## src/rtl/ohrt_pkg.sv

```systemverilog
package ohrt_pkg;

   localparam int RingEntries = 64;
   localparam int PtrWidth    = $clog2(RingEntries);
   localparam int CntWidth    = $clog2(RingEntries + 1);

   localparam int CounterWidth = 48;
   localparam int DestWidth    = 3;
   localparam int StampWidth   = 48;

   // operation codes
   localparam logic OpRecord   = 1'b0;
   localparam logic OpComplete = 1'b1;

   typedef struct packed {
      logic                    operation;
      logic [CounterWidth-1:0] heap_counter;
      logic [DestWidth-1:0]    destination;
      logic [StampWidth-1:0]   timestamp;
   } req_item_type;

   typedef struct packed {
      logic                  found_flag;
      logic [DestWidth-1:0]  looked_up_destination;
      logic [StampWidth-1:0] looked_up_timestamp;
   } rsp_item_type;

   typedef struct packed {
      logic [CounterWidth-1:0] heap_counter;
      logic [DestWidth-1:0]    destination;
      logic [StampWidth-1:0]   timestamp;
   } ring_entry_type;

   typedef struct packed {
      logic                wr_en;
      logic [PtrWidth-1:0] wr_addr;
      ring_entry_type      wr_data;
      logic                rd_en;
      logic [PtrWidth-1:0] rd_addr;
   } mem_req_type;

endpackage

```

## src/rtl/ohrt_search_ctrl.sv

```systemverilog
module ohrt_search_ctrl
   import ohrt_pkg::*;
(
   input  logic                 clock,
   input  logic                 reset,
   input  logic                 req_valid,
   output logic                 req_stall,
   input  req_item_type         req_item,
   input  logic [DestWidth-1:0] miss_dest,
   output mem_req_type          mem_req,
   input  ring_entry_type       rd_data,
   output logic                 res_valid,
   output rsp_item_type         res_item,
   input  logic                 res_take
);

   typedef enum logic [1:0] {
      ST_IDLE,
      ST_SEARCH,
      ST_DONE
   } state_type;

   state_type               state_ff;
   logic [PtrWidth-1:0]     wr_ptr_ff;
   logic [PtrWidth-1:0]     newest_ff;
   logic [PtrWidth-1:0]     scan_addr_ff;
   logic [CntWidth-1:0]     issue_cnt_ff;
   logic                    pend_ff;
   logic [PtrWidth-1:0]     pend_addr_ff;
   logic                    pend_last_ff;
   logic [CounterWidth-1:0] key_ff;
   rsp_item_type            result_ff;
   logic                    accept;
   logic                    rd_issue;
   logic                    hit;

   function automatic logic [PtrWidth-1:0] ring_prev(input logic [PtrWidth-1:0] p);
      return (p == '0) ? PtrWidth'(RingEntries - 1) : p - 1'b1;
   endfunction

   function automatic logic [PtrWidth-1:0] ring_next(input logic [PtrWidth-1:0] p);
      return (p == PtrWidth'(RingEntries - 1)) ? '0 : p + 1'b1;
   endfunction

   assign req_stall = (state_ff != ST_IDLE);
   assign accept    = req_valid && !req_stall;
   assign rd_issue  = (state_ff == ST_SEARCH) && (issue_cnt_ff != CntWidth'(RingEntries));
   assign hit       = pend_ff && (rd_data.heap_counter == key_ff);

   always_comb begin
      mem_req.wr_en                = accept && (req_item.operation == OpRecord);
      mem_req.wr_addr              = wr_ptr_ff;
      mem_req.wr_data.heap_counter = req_item.heap_counter;
      mem_req.wr_data.destination  = req_item.destination;
      mem_req.wr_data.timestamp    = req_item.timestamp;
      mem_req.rd_en                = rd_issue;
      mem_req.rd_addr              = scan_addr_ff;
   end

   always_ff @(posedge clock) begin
      if (reset) begin
         state_ff  <= ST_IDLE;
         wr_ptr_ff <= '0;
         pend_ff   <= 1'b0;
      end else begin
         unique case (state_ff)
            ST_IDLE: begin
               if (accept) begin
                  if (req_item.operation == OpRecord) begin
                     wr_ptr_ff <= ring_next(wr_ptr_ff);
                  end else begin
                     key_ff       <= req_item.heap_counter;
                     newest_ff    <= ring_prev(wr_ptr_ff);
                     scan_addr_ff <= ring_prev(wr_ptr_ff);
                     issue_cnt_ff <= '0;
                     pend_ff      <= 1'b0;
                     state_ff     <= ST_SEARCH;
                  end
               end
            end
            ST_SEARCH: begin
               // a read issued this cycle becomes pending unless the search ends this cycle
               pend_ff      <= rd_issue && !hit && !(pend_ff && pend_last_ff);
               pend_addr_ff <= scan_addr_ff;
               pend_last_ff <= (issue_cnt_ff == CntWidth'(RingEntries - 1));
               if (rd_issue) begin
                  scan_addr_ff <= ring_prev(scan_addr_ff);
                  issue_cnt_ff <= issue_cnt_ff + 1'b1;
               end
               if (hit) begin
                  result_ff.found_flag            <= 1'b1;
                  result_ff.looked_up_destination <= rd_data.destination;
                  result_ff.looked_up_timestamp   <= rd_data.timestamp;
                  if (pend_addr_ff == newest_ff) begin
                     wr_ptr_ff <= newest_ff;
                  end
                  state_ff <= ST_DONE;
               end else if (pend_ff && pend_last_ff) begin
                  result_ff.found_flag            <= 1'b0;
                  result_ff.looked_up_destination <= miss_dest;
                  result_ff.looked_up_timestamp   <= '0;
                  state_ff <= ST_DONE;
               end
            end
            ST_DONE: begin
               if (res_take) begin
                  state_ff <= ST_IDLE;
               end
            end
            default: begin
               state_ff <= ST_IDLE;
            end
         endcase
      end
   end

   assign res_valid = (state_ff == ST_DONE);
   assign res_item  = result_ff;

endmodule

```

## config.mk

```make
export PLATFORM = sky130hd
export DESIGN_NAME = ohrt_search_ctrl
export DESIGN_NICKNAME = d
export VERILOG_FILES = /design/src/rtl/ohrt_pkg.sv /design/src/rtl/ohrt_search_ctrl.sv
export SDC_FILE = /design/constraint.sdc
export NUM_CORES = 1
export LEC_CHECK = 0
export BUFFER_PORTS_ARGS = -buffer_cell sky130_fd_sc_hd__buf_4
export CAP_MARGIN = 20
export CORE_ASPECT_RATIO = 0.75
export CORE_MARGIN = 10
export CORE_UTILIZATION = 46
export CTS_BUF_LIST = sky130_fd_sc_hd__clkbuf_4 sky130_fd_sc_hd__clkbuf_8
export DETAILED_ROUTE_END_ITERATION = 12
export PLACE_DENSITY = 0.83
export SYNTH_ARGS = -nofsm -noshare
export SYNTH_HDL_FRONTEND = slang
export SYNTH_SLANG_ARGS = --single-unit
```

## constraint.sdc

```tcl
create_clock -name clock -period 8.3 [get_ports clock]
set_input_delay 1.66 -clock clock [delete_from_list [all_inputs] [get_ports clock]]
set_output_delay 1.66 -clock clock [all_outputs]
set_load 0.02 [all_outputs]
```

==> impl_metrics.toml <==
[yosys]
syn_area_sq_um = 6540
synth_top_area_frac = 0.579
synth_warnings = 0
synthArstFlopShare = 0
synth_edf_count = 126
ys_seq_elements = 135
synthTopCellsByArea = "edfxtp_1, buf_4, xor2_1"
synthFlopType = "edfxtp_1"
synthCells = 515
synthDistinctLibCells = 47
synth_top_area_cell = "edfxtp_1"
yosysSeqAreaShare = 0.606
synth_area_per_cell_sq_um = 12.7
synth_nets = 728

[grt]
grt-ovfl-total = 0
grt_max_degree = 56
track_usage = 0.181
grt_pass1_vias = 4822
antenna_found_initial = 0
grt_pass1_wl_mm = 27.0

[placement]
detailedPlace.worstSlack_ns = 3.44
dp_hpwl_mm = 14.7
dp.cells = 853
portBuffers = 270
gp_congestion = 0.851
place_area_sq_um = 8030

[timing]
finalHoldViolCount = 0
worst_slew_pin_slew_ns = 0.989
fmax_mhz = 229
layout_min_cycle_time_ns = 4.36
rsz0062_at_grt = "false"
layout_setup_ws_ns = 3.94
fin_tns_setup_ns = 0
final.period_utilization = 0.525
slew_violations = 0
skew_ns = 0.0163
relSlewSlack = 0.339
setup_viol = 0

[worst_setup_path]
cp_cell_sequence = "buf_4, nor2b_1, a2111o_1, nor4_1, nand4_1, nor2_2, buf_4, a21oi_1, nor3_2, buf_4"
endpoint_kind = "register"
worstPathRequired_ns = 8.38
path_max_fanout = 54
arrival_ns = 4.44
path_class = "in -> reg"
critPathLaunchType = "primary input"
slowest_stage = "buf_4"
cp_slowest_stage_delay_ns = 0.55
cp_top_family = "simple AND/OR/NAND/NOR gates"
cp_common_cell = "buf_4"
worst-path-buf-inv = 3

[pwr]
power_w = 0.00149
p_leak_nw = 3.30
irDropWorstVdd_uv = 136
p_per_area_nw_per_um2 = 177

[cts]
cts_buffers = 17
post_cts_buffers = 0
cts_root_buf = "clkbuf_8"
path_clk_slew_ns = 0.08
clock-sinks = 135
clkLatencyLatePin_ns = 0.44
cts_resized = 0
cts_tree = "yes"
ctsHtreeMaxLevel = 4
hold_buffers = 0
clock_path_buffers = 2

[routing]
wirelength_mm = 18.3
drc = 0
post_drt_wl_per_cell_um = 20.7
first_pass_iters = 4
ant_nets = 0
first_iter_violations = 215
vias = 4487
via_per_inst = 5.07

[layout]
nFillCells = 1106
stdcell_area_sq_um = 8410
nets = 910
final_layout_size_suffix_gt1_frac = 0.445
fin_cells = 885
diodes = 0
multiInputGateArea_sq_um = 1740
seqCellArea_sq_um = 3960
syn_to_final_growth_pct = 28.7

[die]
die_area_sq_um = 19400
pin_count = 373
die_w_um = 158
core_area_sq_um = 13800
die_h_um = 123
start_util = 0.474
fp-row-count = 37

[min_path]
hold_class = "reg -> reg"

[status]
status = "completed"

[run]
drv_cap = 0
report_power, final:
part | internal [W] | total (W) | switching (W)
Sequential | 0.000762 | 0.000778 | 0.0000157
Combinational | 0.0000976 | 0.000191 | 0.0000934
Clock | 0.000244 | 0.000522 | 0.000279
Total | 0.00110 | 0.00149 | 0.000388
logic make-up (layout without fill, tap and decap cells):
kind of cell    Yosys count  in the layout  synth area share
simple gates            142            142             0.121
fa+ha+maj                 7              7            0.0134
buf+inv                 123            318             0.128
xor+xnor                 58             58            0.0777
mux                       3              3           0.00517
flops                   135            135             0.606
compound gates           47             47            0.0479
worst paths after layout:
| path | start | to | slack [ns] | depth (start not counted) |
|---|---|---|---|---|
| worst max-delay path | rd_data[78] | res_item[10] | 3.94 | 10 |
| worst min-delay path | scan_addr_ff[5] | pend_addr_ff[5] | 0.56 | 0 |
| worst max register to register | key_ff[43] | res_item[10] | 4.83 | 9 |
| worst min register to register | scan_addr_ff[5] | pend_addr_ff[5] | 0.56 | 0 |
metal layers:
layer  GRT usage  part of all wire  up-vias
li1            -                 -     2070
met1       0.198              0.35     2121
met2       0.294              0.50      267
met3       0.113              0.14       29
met4      0.0379             0.013        0
met5           0                 0        -
stage by stage:
stage	utilization	hold slack [ns]
2_1_floorplan	-	0.584
3_3_place_gp	0.582	0.532
3_5_place_dp	0.582	0.538
4_1_cts	0.610	0.555
5_1_grt	0.610	0.576
6_report	0.610	0.555
cells in the final DEF (no fill, tap or decap), types with 2 or more instances in the layout:
cell type and n:
a2111o_1 2, a211oi_1 3, a21oi_1 17, a31oi_1 3
and2_1 49, and3_1 2, buf_4 274, clkbuf_8 17
clkinv_4 5, clkinvlp_4 2, dfxtp_1 9, edfxtp_1 126
ha_1 7, inv_1 12, inv_6 3, inv_8 2
mux2_2 3, nand2_1 17, nand2b_1 4, nand3_1 8
nand4_1 2, nor2_1 22, nor2b_1 8, nor3_1 9
nor3_2 2, nor4_1 10, o21a_1 3, o21ai_0 5
o221ai_1 3, o31ai_1 2, xnor2_1 16, xor2_1 42
sequential cells by signal (all words and copies together), names as in the netlist, 2 cells and up:
signal,cells
pend_addr_ff,6
scan_addr_ff,6
wr_ptr_ff,6
res_item,52
issue_cnt_ff,7
state_ff,2
newest_ff,6
key_ff,48
cell usage after synthesis, types with 2 or more instances:
| cell | instances |
|---|---|
| a2111o_1 | 2 |
| a211oi_1 | 3 |
| a21oi_1 | 17 |
| a31oi_1 | 3 |
| and2_1 | 49 |
| and3_1 | 2 |
| buf_4 | 100 |
| clkbuf_1 | 9 |
| dfxtp_1 | 9 |
| edfxtp_1 | 126 |
| ha_1 | 7 |
| inv_1 | 12 |
| mux2_2 | 3 |
| nand2_1 | 17 |
| nand2b_1 | 4 |
| nand3_1 | 8 |
| nand4_1 | 2 |
| nor2_1 | 22 |
| nor2b_1 | 8 |
| nor3_1 | 11 |
| nor4_1 | 10 |
| o21a_1 | 3 |
| o21ai_0 | 5 |
| o221ai_1 | 3 |
| o31ai_1 | 2 |
| xnor2_1 | 16 |
| xor2_1 | 42 |
layout make-up:
class                           count  share of cell area
Clock inverter                     15              0.0174
Sequential cell                   135               0.471
Tap cell                          175              0.0260
Inverter                           12             0.00536
Clock buffer                       17              0.0278
Multi-Input combinational cell    257               0.207
Timing Repair Buffer              274               0.245
(Power assumes the default switching activity.)
